$ cat src/bcc_pkg.sv
// ----------------------------------------------------------------------------
// bcc_pkg
// Types and constants shared by the button click classifier modules.
// ----------------------------------------------------------------------------
package bcc_pkg;

    localparam int NUM_BUTTONS = 8;
    localparam int CNT_W       = 16;
    localparam int THR_W       = 16;
    localparam int CMP_W       = (CNT_W > THR_W) ? CNT_W : THR_W;
    localparam int PTR_W       = (NUM_BUTTONS > 1) ? $clog2(NUM_BUTTONS) : 1;
    localparam int LEVEL_W     = 8;
    localparam int INDEX_W     = 3;
    localparam int APB_AW      = 3;
    localparam int APB_DW      = 32;

    localparam logic [THR_W-1:0]  THR_RESET    = THR_W'(100);
    localparam logic [APB_AW-1:0] ADDR_HOLD_THR = APB_AW'(0);

    // Per-button classification phases.
    typedef enum logic [5:0] {
        PH_IDLE        = 6'b000001,
        PH_FIRST_HIGH  = 6'b000010,
        PH_REP_SINGLE  = 6'b000100,
        PH_FIRST_LOW   = 6'b001000,
        PH_SECOND_HIGH = 6'b010000,
        PH_REP_DOUBLE  = 6'b100000
    } t_phase;

    // One event decision from the phase engine.
    typedef struct packed {
        logic               emit;
        logic               dbl;
        logic [INDEX_W-1:0] index;
    } t_event;

endpackage

$ cat src/bcc_cfg_regs.sv
// ----------------------------------------------------------------------------
// bcc_cfg_regs
// APB register file holding the hold threshold.
// ----------------------------------------------------------------------------
module bcc_cfg_regs (
    input  logic                        i_clk,
    input  logic                        i_rst_n,
    input  logic                        psel,
    input  logic                        penable,
    input  logic                        pwrite,
    input  logic [bcc_pkg::APB_AW-1:0]  paddr,
    input  logic [bcc_pkg::APB_DW-1:0]  pwdata,
    output logic [bcc_pkg::APB_DW-1:0]  prdata,
    output logic                        pready,
    output logic [bcc_pkg::THR_W-1:0]   o_hold_thr
);
    import bcc_pkg::*;

    logic [THR_W-1:0] r_hold_thr;
    logic             wr_en;

    assign pready = 1'b1;
    assign wr_en  = psel && penable && pwrite && pready;

    always_ff @(posedge i_clk) begin
        if (!i_rst_n) begin
            r_hold_thr <= THR_RESET;
        end else if (wr_en && (paddr == ADDR_HOLD_THR)) begin
            r_hold_thr <= pwdata[THR_W-1:0];
        end
    end

    always_comb begin
        unique case (paddr)
            ADDR_HOLD_THR: prdata = APB_DW'(r_hold_thr);
            default:       prdata = '0;
        endcase
    end

    assign o_hold_thr = r_hold_thr;

endmodule

$ cat src/bcc_phase_engine.sv
// ----------------------------------------------------------------------------
// bcc_phase_engine
// Per-button phase and counter store with the round-robin classification step.
// ----------------------------------------------------------------------------
module bcc_phase_engine (
    input  logic                         i_clk,
    input  logic                         i_rst_n,
    input  logic                         i_step,
    input  logic [bcc_pkg::LEVEL_W-1:0]  i_levels,
    input  logic [bcc_pkg::THR_W-1:0]    i_hold_thr,
    output bcc_pkg::t_event              o_event
);
    import bcc_pkg::*;

    t_phase           r_phase [NUM_BUTTONS];
    logic [CNT_W-1:0] r_cnt   [NUM_BUTTONS];
    logic [PTR_W-1:0] r_ptr;

    t_phase           cur_ph;
    t_phase           n_ph;
    logic [CNT_W-1:0] cur_cnt;
    logic [CNT_W-1:0] n_cnt;
    logic [PTR_W-1:0] n_ptr;
    logic [CMP_W-1:0] limit;
    logic             reached;
    logic             pressed;

    assign cur_ph  = r_phase[r_ptr];
    assign cur_cnt = r_cnt[r_ptr];
    // Buttons are active low on the wire.
    assign pressed = ~i_levels[r_ptr];

    // The threshold saturates at the counter's largest value.
    assign limit   = (CMP_W'(i_hold_thr) < CMP_W'({CNT_W{1'b1}})) ?
                     CMP_W'(i_hold_thr) : CMP_W'({CNT_W{1'b1}});
    assign reached = CMP_W'(cur_cnt) >= limit;

    assign n_ptr = (r_ptr == PTR_W'(NUM_BUTTONS - 1)) ? '0 : r_ptr + 1'b1;

    always_comb begin
        n_ph          = cur_ph;
        n_cnt         = cur_cnt;
        o_event.emit  = 1'b0;
        o_event.dbl   = 1'b0;
        o_event.index = INDEX_W'(r_ptr);
        unique case (cur_ph)
            PH_FIRST_HIGH: begin
                if (!pressed) begin
                    n_ph  = PH_FIRST_LOW;
                    n_cnt = '0;
                end else if (reached) begin
                    n_ph  = PH_REP_SINGLE;
                    n_cnt = '0;
                end else begin
                    n_cnt = cur_cnt + 1'b1;
                end
            end
            PH_REP_SINGLE: begin
                if (pressed) begin
                    o_event.emit = 1'b1;
                end else begin
                    n_ph  = PH_IDLE;
                    n_cnt = '0;
                end
            end
            PH_FIRST_LOW: begin
                if (pressed) begin
                    n_ph  = PH_SECOND_HIGH;
                    n_cnt = '0;
                end else if (reached) begin
                    o_event.emit = 1'b1;
                    n_ph         = PH_IDLE;
                    n_cnt        = '0;
                end else begin
                    n_cnt = cur_cnt + 1'b1;
                end
            end
            PH_SECOND_HIGH: begin
                if (!pressed) begin
                    o_event.emit = 1'b1;
                    o_event.dbl  = 1'b1;
                    n_ph         = PH_IDLE;
                    n_cnt        = '0;
                end else if (reached) begin
                    n_ph  = PH_REP_DOUBLE;
                    n_cnt = '0;
                end else begin
                    n_cnt = cur_cnt + 1'b1;
                end
            end
            PH_REP_DOUBLE: begin
                if (pressed) begin
                    o_event.emit = 1'b1;
                    o_event.dbl  = 1'b1;
                end else begin
                    n_ph  = PH_IDLE;
                    n_cnt = '0;
                end
            end
            default: begin
                // Idle: a press starts a fresh count, otherwise nothing changes.
                if (pressed) begin
                    n_ph  = PH_FIRST_HIGH;
                    n_cnt = '0;
                end else begin
                    n_ph = PH_IDLE;
                end
            end
        endcase
    end

    // Phases reset to idle; counters are always cleared on entry to a counting phase.
    always_ff @(posedge i_clk) begin
        if (!i_rst_n) begin
            r_ptr <= '0;
            for (int k = 0; k < NUM_BUTTONS; k++) begin
                r_phase[k] <= PH_IDLE;
            end
        end else if (i_step) begin
            r_ptr          <= n_ptr;
            r_phase[r_ptr] <= n_ph;
        end
    end

    always_ff @(posedge i_clk) begin
        if (i_step) begin
            r_cnt[r_ptr] <= n_cnt;
        end
    end

endmodule

$ cat src/button_click_classifier_unit.sv
// ----------------------------------------------------------------------------
// button_click_classifier_unit
// Classifies single clicks, double clicks and long presses of up to eight
// active-low buttons, one button per scan item.
// ----------------------------------------------------------------------------
//  Channel   Direction  Payload
//  s_axis    in         tdata[7:0] raw_levels (active-low button byte)
//  m_axis    out        tdata[2:0] button_index, tuser[0] double_click
//  APB       in/out     register 0 at byte address 0: hold_threshold[15:0]
//
//  Every scan item waits in the input register while the phase engine works
//  on it, and any event it yields is loaded into the result register when the
//  engine steps on that item. The engine's single state update per cycle sets
//  the rate: one item a cycle while the output is not held.
//  A held output stalls the engine; the input register still takes one item.
//  Reset is synchronous and active low; all buttons return to idle.
// ----------------------------------------------------------------------------
module button_click_classifier_unit (
    input  logic                         i_clk,
    input  logic                         i_rst_n,
    // APB configuration port
    input  logic                         psel,
    input  logic                         penable,
    input  logic                         pwrite,
    input  logic [bcc_pkg::APB_AW-1:0]   paddr,
    input  logic [bcc_pkg::APB_DW-1:0]   pwdata,
    output logic [bcc_pkg::APB_DW-1:0]   prdata,
    output logic                         pready,
    // Scan items in
    input  logic                         s_axis_tvalid,
    output logic                         s_axis_tready,
    input  logic [7:0]                   s_axis_tdata,  // [7:0] raw_levels
    // Click events out
    output logic                         m_axis_tvalid,
    input  logic                         m_axis_tready,
    output logic [7:0]                   m_axis_tdata,  // [2:0] button_index, [7:3] zero
    output logic [0:0]                   m_axis_tuser   // [0] double_click
);
    import bcc_pkg::*;

    logic               r_in_valid;
    logic [LEVEL_W-1:0] r_in_levels;
    logic               r_out_valid;
    logic [INDEX_W-1:0] r_out_index;
    logic               r_out_dbl;
    logic [THR_W-1:0]   hold_thr;
    logic               out_free;
    logic               advance;
    t_event             ev;

    bcc_cfg_regs u_cfg (
        .i_clk      (i_clk),
        .i_rst_n    (i_rst_n),
        .psel       (psel),
        .penable    (penable),
        .pwrite     (pwrite),
        .paddr      (paddr),
        .pwdata     (pwdata),
        .prdata     (prdata),
        .pready     (pready),
        .o_hold_thr (hold_thr)
    );

    // The output register can take a new result when it is empty or being drained.
    assign out_free      = !r_out_valid || m_axis_tready;
    // The engine handles the registered item as soon as its result has a place.
    assign advance       = r_in_valid && out_free;
    assign s_axis_tready = !r_in_valid || out_free;

    always_ff @(posedge i_clk) begin
        if (!i_rst_n) begin
            r_in_valid <= 1'b0;
        end else if (s_axis_tready) begin
            r_in_valid <= s_axis_tvalid;
        end
    end

    always_ff @(posedge i_clk) begin
        if (s_axis_tready && s_axis_tvalid) begin
            r_in_levels <= s_axis_tdata;
        end
    end

    bcc_phase_engine u_engine (
        .i_clk      (i_clk),
        .i_rst_n    (i_rst_n),
        .i_step     (advance),
        .i_levels   (r_in_levels),
        .i_hold_thr (hold_thr),
        .o_event    (ev)
    );

    // Result register: valid follows the event flag on each step; the payload loads only on an event.
    always_ff @(posedge i_clk) begin
        if (!i_rst_n) begin
            r_out_valid <= 1'b0;
        end else if (advance) begin
            r_out_valid <= ev.emit;
        end else if (m_axis_tready) begin
            r_out_valid <= 1'b0;
        end
    end

    always_ff @(posedge i_clk) begin
        if (advance && ev.emit) begin
            r_out_index <= ev.index;
            r_out_dbl   <= ev.dbl;
        end
    end

    assign m_axis_tvalid = r_out_valid;
    assign m_axis_tdata  = 8'(r_out_index);
    assign m_axis_tuser  = r_out_dbl;

endmodule

$ cat config.mk
export PLATFORM = sky130hd
export DESIGN_NAME = button_click_classifier_unit
export DESIGN_NICKNAME = d
export VERILOG_FILES = /design/src/bcc_pkg.sv /design/src/bcc_cfg_regs.sv /design/src/bcc_phase_engine.sv /design/src/button_click_classifier_unit.sv
export SDC_FILE = /design/constraint.sdc
export NUM_CORES = 1
export LEC_CHECK = 0
export ABC_AREA = 1
export BUFFER_PORTS_ARGS = -buffer_cell sky130_fd_sc_hd__buf_4
export CAP_MARGIN = 20
export CORE_UTILIZATION = 60
export CTS_CLUSTER_DIAMETER = 40
export DETAILED_ROUTE_END_ITERATION = 10
export GPL_TIMING_DRIVEN = 1
export PLACE_DENSITY = 0.88
export SLEW_MARGIN = 20
export SYNTH_ARGS = -nofsm -noshare
export SYNTH_HDL_FRONTEND = slang
export SYNTH_SLANG_ARGS = --single-unit
$ cat constraint.sdc
create_clock -name i_clk -period 5.7 [get_ports i_clk]
set_input_delay 0.855 -clock i_clk [delete_from_list [all_inputs] [get_ports i_clk]]
set_output_delay 0.855 -clock i_clk [all_outputs]
set_load 0.1 [all_outputs]
==> results.json, run 1 <==
{
  "post_cts_buffers": 0,
  "r2r_setup_slack_ns": 1.26,
  "wl_per_cell_um": 17.4,
  "die-area_um2": 18400,
  "crit_buf_inv": 3,
  "async_reset_ff_share_pct": 0,
  "routabilityCongestion": 0.894,
  "dpl_cell_area_um2": 11100,
  "pwr-share-seq_pct": 45.9,
  "grt_use_met2_pct": 46.1,
  "area_growth_pct": 10.1,
  "synthFlopType": "edfxtp_1",
  "hold_path.class": "reg2reg",
  "period_needed_ns": 4.44,
  "grt_antenna_before_repair": 0,
  "drive_gt1_share_pct": 12.8,
  "met3_usage_pct": 5.13,
  "clockBufferDepth": 3,
  "pre_cts_ws_ns": 1.44,
  "r2r_end": "u_engine.r_cnt[0][13]$_DFFE_PP_",
  "crit_slowest_cell": "buf_4",
  "max-vdd-ir-drop_uv": 339,
  "power.density_nw_per_um2": 331,
  "p_clk_share_pct": 38.1,
  "rows": 48,
  "max_freq_ghz": 0.225,
  "root_buffer": "clkbuf_16",
  "clkLatencyLatePin_ns": 0.52,
  "n_fill_cell": 1147,
  "p_sw_share_pct": 28.2,
  "slew_headroom_pct": 27.7,
  "synth_cell_type_count": 40,
  "synth_common_cells": "nand2_1 (265), edfxtp_1 (188), nor2_1 (159), nand3_1 (124), inv_1 (111)",
  "p_sw_uw": 1100,
  "nNetsFinal": 1269,
  "syn_area_um2": 10700,
  "cp_max_fo": 90,
  "path_common_cell": "nand3_1",
  "slew_violations": 0,
  "status": "completed",
  "synth-edff-count": 188,
  "fin_tns_setup_ns": 0,
  "crit_path_max_incr_delay_ns": 0.69,
  "cpLargestDelayFamily": "simple AND/OR/NAND/NOR gates",
  "setup.worst_path.end_class": "flop",
  "dp_hpwl_um": 15100,
  "synth_seq_cells": 212,
  "io_pins": 94,
  "wl_um": 25100,
  "vias": 8394,
  "worst_slew_pin_slew_ns": 1.08,
  "grt_usage_pct": 27.6,
  "combPwrFrac_pct": 16.0,
  "whs_path_depth": 2,
  "via_per_inst": 5.83,
  "cts.clk_slew.worst_paths_ns": 0.06,
  "hold_viol_final": 0,
  "synth_area_leaders": "edfxtp_1 (53%), nand2_1 (9.3%), nand3_1 (5.8%), nor2_1 (5.6%), dfxtp_1 (4.5%)",
  "globalRouteMet1Util_pct": 35.0,
  "leakage_uw": 0.00487,
  "critPathKind": "reg2reg",
  "setup_viol": 0,
  "grt_pass1_wl_um": 38700,
  "yosys.area.top_type": "edfxtp_1",
  "synth_top_area_share_pct": 52.7,
  "seq_area_frac_synth_pct": 57.2,
  "initial_utilization_pct": 61.7,
  "cts_hold_buf": 0,
  "cts.sinks": 212,
  "core-area_um2": 17400,
  "fp.dieW_um": 136,
  "place.port_buffers": 55,
  "yosys_warnings": 0,
  "final.period_utilization_pct": 77.9,
  "hold_start": "u_cfg.o_hold_thr[0]$_SDFFE_PN0P_",
  "synthMostInstantiatedCell": "nand2_1",
  "cts_tree": "done",
  "power_uw": 3910,
  "finClkSkew_ns": 0.0286,
  "cts_resized": 0,
  "first_pass_iters": 5,
  "busiest_layer": "met2",
  "ant_nets": 0,
  "die_height_um": 136,
  "cp_cell_sequence": "buf_4 > o21ai_0 > o22ai_1 > inv_1 > o21ai_1 > ha_1 > nand2_1 > nor4_1 > nand2_1 > nand3_1 > inv_1 > nand3_1 > nand2_2 > nand3_1 > nand3_1",
  "min_to": "u_cfg.o_hold_thr[0]$_SDFFE_PN0P_",
  "syn_inst": 1154,
  "grt_pass1_vias": 7788,
  "htree_levels": 1,
  "numCtsBuffers": 23,
  "drv_cap": 0,
  "avgSynthCellArea_um2": 9.29,
  "overflow": 0,
  "finalInstanceArea_um2": 11800,
  "antenna_cells": 0,
  "rsz0062_at_grt": "no",
  "fin_ws_ns": 1.26,
  "cp.arrival_ns": 4.58,
  "reg2reg_depth": 15,
  "intPower_uw": 2810,
  "grt_max_degree": 91,
  "route.detailed.drc": 0,
  "cp.required_ns": 5.84,
  "dr.first_iter.drc_count": 980,
  "cp-start-kind": "flop"
}
## logic make-up after synthesis
group	synth area share [%]
xor+xnor	0.0817
compound gates	6.57
buf+inv	9.25
other cells	0.0701
simple gates	24.6
fa+ha+maj	2.22
flops	57.2
## cell type report
type,count,area [um^2],area share [%]
Multi-Input combinational cell,774,3670,31.1
Clock buffer,26,587,4.97
Clock inverter,14,165,1.40
Timing Repair Buffer,67,503,4.26
Sequential cell,212,6130,51.9
Inverter,122,465,3.94
Tap cell,225,282,2.38
## tightest hold or removal path, cell delays in order (launching register included)
cell and delay (ns):
dfxtp_1 0.32, inv_1 0.07, a21oi_1 0.06
## flip-flops by register name (all words and copies together) (netlist names), named ones only
signal and flops:
m_axis_tvalid 1, r_in_valid 1, u_engine.r_phase 48, u_cfg.o_hold_thr 16
m_axis_tuser 1, u_engine.r_ptr 3, r_out_index 3, r_in_levels 8
u_engine.r_cnt 128
## worst max-delay path by stage
stage / startpoint / endpoint / slack [ns] / depth (start not counted)
global placement: flop / u_engine.r_cnt[4][14]$_DFFE_PP_ / 1.55 / 15
floorplan: paddr[1] / prdata[10] / 2.17 / 4
finish: flop / u_engine.r_cnt[0][13]$_DFFE_PP_ / 1.26 / 15
detailed placement: flop / u_engine.r_cnt[5][13]$_DFFE_PP_ / 1.44 / 15
CTS: flop / u_engine.r_cnt[0][13]$_DFFE_PP_ / 1.43 / 15
global route: flop / u_engine.r_cnt[0][13]$_DFFE_PP_ / 0.97 / 15
## power groups by stage
stage | Sequential (uW) | Combinational [uW] | Clock (uW)
floorplan | 1820 | 494 | 0
global placement | 1820 | 582 | 0
detailed placement | 1820 | 606 | 0
CTS | 1790 | 613 | 1480
global route | 1790 | 680 | 1550
finish | 1790 | 626 | 1490
## cells in the final DEF (no fill, tap or decap), types with 4 or more instances in the layout
master	count
nand2_1	265
edfxtp_1	188
nor2_1	159
nand3_1	124
inv_1	111
buf_4	67
o21ai_0	61
a21oi_1	44
dfxtp_1	23
clkbuf_16	23
conb_1	22
nand2_2	20
ha_1	19
o21ai_1	13
nand4_1	10
inv_2	9
nor3_1	5
o22ai_1	5
nand3_2	4
## per-layer routing
layer  routed length [um]  up-vias
met5                    0        -
met4                  983        0
met3                 2690      106
met2                12200      557
met1                 9260     3846
li1                     -     3885
## per-stage QoR
stage	cells	hold slack, ns	utilization (%)
after floorplan	1174	0.431	-
after detailed placement	1400	0.479	63.7
final	1440	0.498	68.0
after CTS	1440	0.496	68.0
after global routing	1440	0.510	68.0
after global placement	1400	0.479	63.7
No activity file was read; power rests on OpenSTA's default activity.
==> run 2: changes to the inputs <==
clock period = 4.6 ns   (was 5.7 ns; I/O delays follow)
==> results.json, run 2 (synthesized netlist as in run 1, its figures left out) <==
{
  "status": "completed",
  "io_pins": 94,
  "intPower_uw": 3300,
  "whs_path_depth": 1,
  "core-area_um2": 17400,
  "post_cts_buffers": 0,
  "nNetsFinal": 1273,
  "pwr-share-seq_pct": 48.3,
  "hold_viol_final": 0,
  "max_freq_ghz": 0.234,
  "wl_um": 24300,
  "grt_usage_pct": 26.8,
  "cp.arrival_ns": 4.41,
  "drive_gt1_share_pct": 12.7,
  "p_sw_share_pct": 28.3,
  "fp.dieW_um": 136,
  "fin_tns_setup_ns": 0,
  "grt_antenna_before_repair": 0,
  "antenna_cells": 0,
  "cp.required_ns": 4.73,
  "die_height_um": 136,
  "clockBufferDepth": 3,
  "overflow": 0,
  "area_growth_pct": 9.84,
  "drv_cap": 0,
  "cts_tree": "done",
  "htree_levels": 1,
  "die-area_um2": 18400,
  "min_to": "r_in_levels[7]$_DFFE_PP_",
  "root_buffer": "clkbuf_16",
  "dp_hpwl_um": 15300,
  "power.density_nw_per_um2": 391,
  "final_common_cell": "nand2_1",
  "wl_per_cell_um": 16.8,
  "r2r_end": "u_engine.r_cnt[2][4]$_DFFE_PP_",
  "cts.sinks": 212,
  "grt_pass1_vias": 7804,
  "leakage_uw": 0.00486,
  "initial_utilization_pct": 61.7,
  "vias": 8296,
  "route.detailed.drc": 0,
  "setup.worst_path.end_class": "flop",
  "hold_start": "s_axis_tdata[7]",
  "critPathKind": "reg2reg",
  "p_sw_uw": 1300,
  "routabilityCongestion": 0.912,
  "rows": 48,
  "slew_violations": 0,
  "setup_viol": 0,
  "worst_slew_pin_slew_ns": 0.861,
  "dr.first_iter.drc_count": 1043,
  "rsz0062_at_grt": "no",
  "final.period_utilization_pct": 92.9,
  "timing.hold.ws_ns": 0.372,
  "slew_headroom_pct": 42.4,
  "cts.clk_slew.worst_paths_ns": 0.06,
  "cp-start-kind": "flop",
  "ant_nets": 0,
  "largest_reg_flops": 128,
  "max-vdd-ir-drop_uv": 340,
  "r2r_setup_slack_ns": 0.32,
  "first_pass_iters": 6,
  "n_fill_cell": 1141,
  "period_needed_ns": 4.28,
  "hold_path.class": "in2reg",
  "combPwrFrac_pct": 17.0,
  "clkLatencyLatePin_ns": 0.49,
  "via_per_inst": 5.75,
  "final_cell_mix": "nand2_1 (265), edfxtp_1 (188), nor2_1 (159)",
  "finClkSkew_ns": 0.0138,
  "numCtsBuffers": 21,
  "p_clk_share_pct": 34.7,
  "grt_max_degree": 71,
  "cp_max_fo": 70,
  "regMostFlops": "u_engine.r_cnt",
  "reg2reg_depth": 15,
  "place.port_buffers": 55,
  "grt_pass1_wl_um": 38000
}
run 2: routing by layer:
metal / routed length (um) / GRT usage [%]
met1: 9230 / 34.1
met2: 11700 / 45.5
met3: 2610 / 4.12
met4: 754 / 11.2
met5: 0 / 0
run 2: area by class of cell:
| type | instances | area, um^2 | area share, % |
|---|---|---|---|
| timing repair buffer | 73 | 573 | 4.87 |
| multi-input combinational | 774 | 3670 | 31.2 |
| tap | 225 | 282 | 2.39 |
| clock inverter | 8 | 50.0 | 0.425 |
| clock buffer | 29 | 597 | 5.07 |
| inverter | 122 | 465 | 3.95 |
| sequential | 212 | 6130 | 52.1 |
run 2: how the worst max path moves through the flow:
stage / startpoint / slack, ns / to
floorplan: flop / 1.39 / u_engine.r_cnt[0][4]$_DFFE_PP_
global placement: flop / 0.63 / u_engine.r_cnt[2][4]$_DFFE_PP_
detailed placement: flop / 0.46 / u_engine.r_cnt[2][4]$_DFFE_PP_
CTS: flop / 0.36 / u_engine.r_cnt[2][4]$_DFFE_PP_
global route: flop / 0.1 / u_engine.r_cnt[7][4]$_DFFE_PP_
finish: flop / 0.32 / u_engine.r_cnt[2][4]$_DFFE_PP_
run 2: power by group through the flow:
stage	Combinational, uW	Clock [uW]	Sequential, uW
2_1_floorplan	612	0	2260
3_3_place_gp	725	0	2260
4_1_cts	766	1600	2220
6_report	782	1600	2220
3_5_place_dp	757	0	2270
5_1_grt	848	1680	2230
run 2: worst max-delay path, stage by stage, from the launching register on:
cell and delay, ns:
dfxtp_4 0.52, buf_12 0.32, o21ai_0 0.16, o22ai_1 0.17
inv_1 0.07, o21ai_1 0.30, ha_1 0.22, nand2_1 0.10
nor4_1 0.53, nand2_1 0.10, nand3_1 0.32, inv_1 0.27
nand3_1 0.16, nand2_2 0.16, o21ai_0 0.12, nand3_1 0.31
run 2: timing repair:
item,4_1_cts,5_1_grt
setup endpoints to repair,0,80
hold buffers,0,0
resized for setup,0,1
endpoints found under the hold margin,0,0
run 2: through the flow:
| stage | std cells | area, um^2 | total power (uW) | util, % | setup WS (ns) |
|---|---|---|---|---|---|
| final | 1443 | 11800 | 4610 | 67.8 | 0.325 |
| after global routing | 1443 | 11800 | 4750 | 67.8 | 0.0980 |
| after CTS | 1443 | 11800 | 4590 | 67.8 | 0.362 |
| after detailed placement | 1406 | 11100 | 3020 | 64.1 | 0.455 |
| after global placement | 1406 | 11100 | 2990 | 64.1 | 0.629 |
| after floorplan | 1174 | 10800 | 2870 | - | 1.39 |
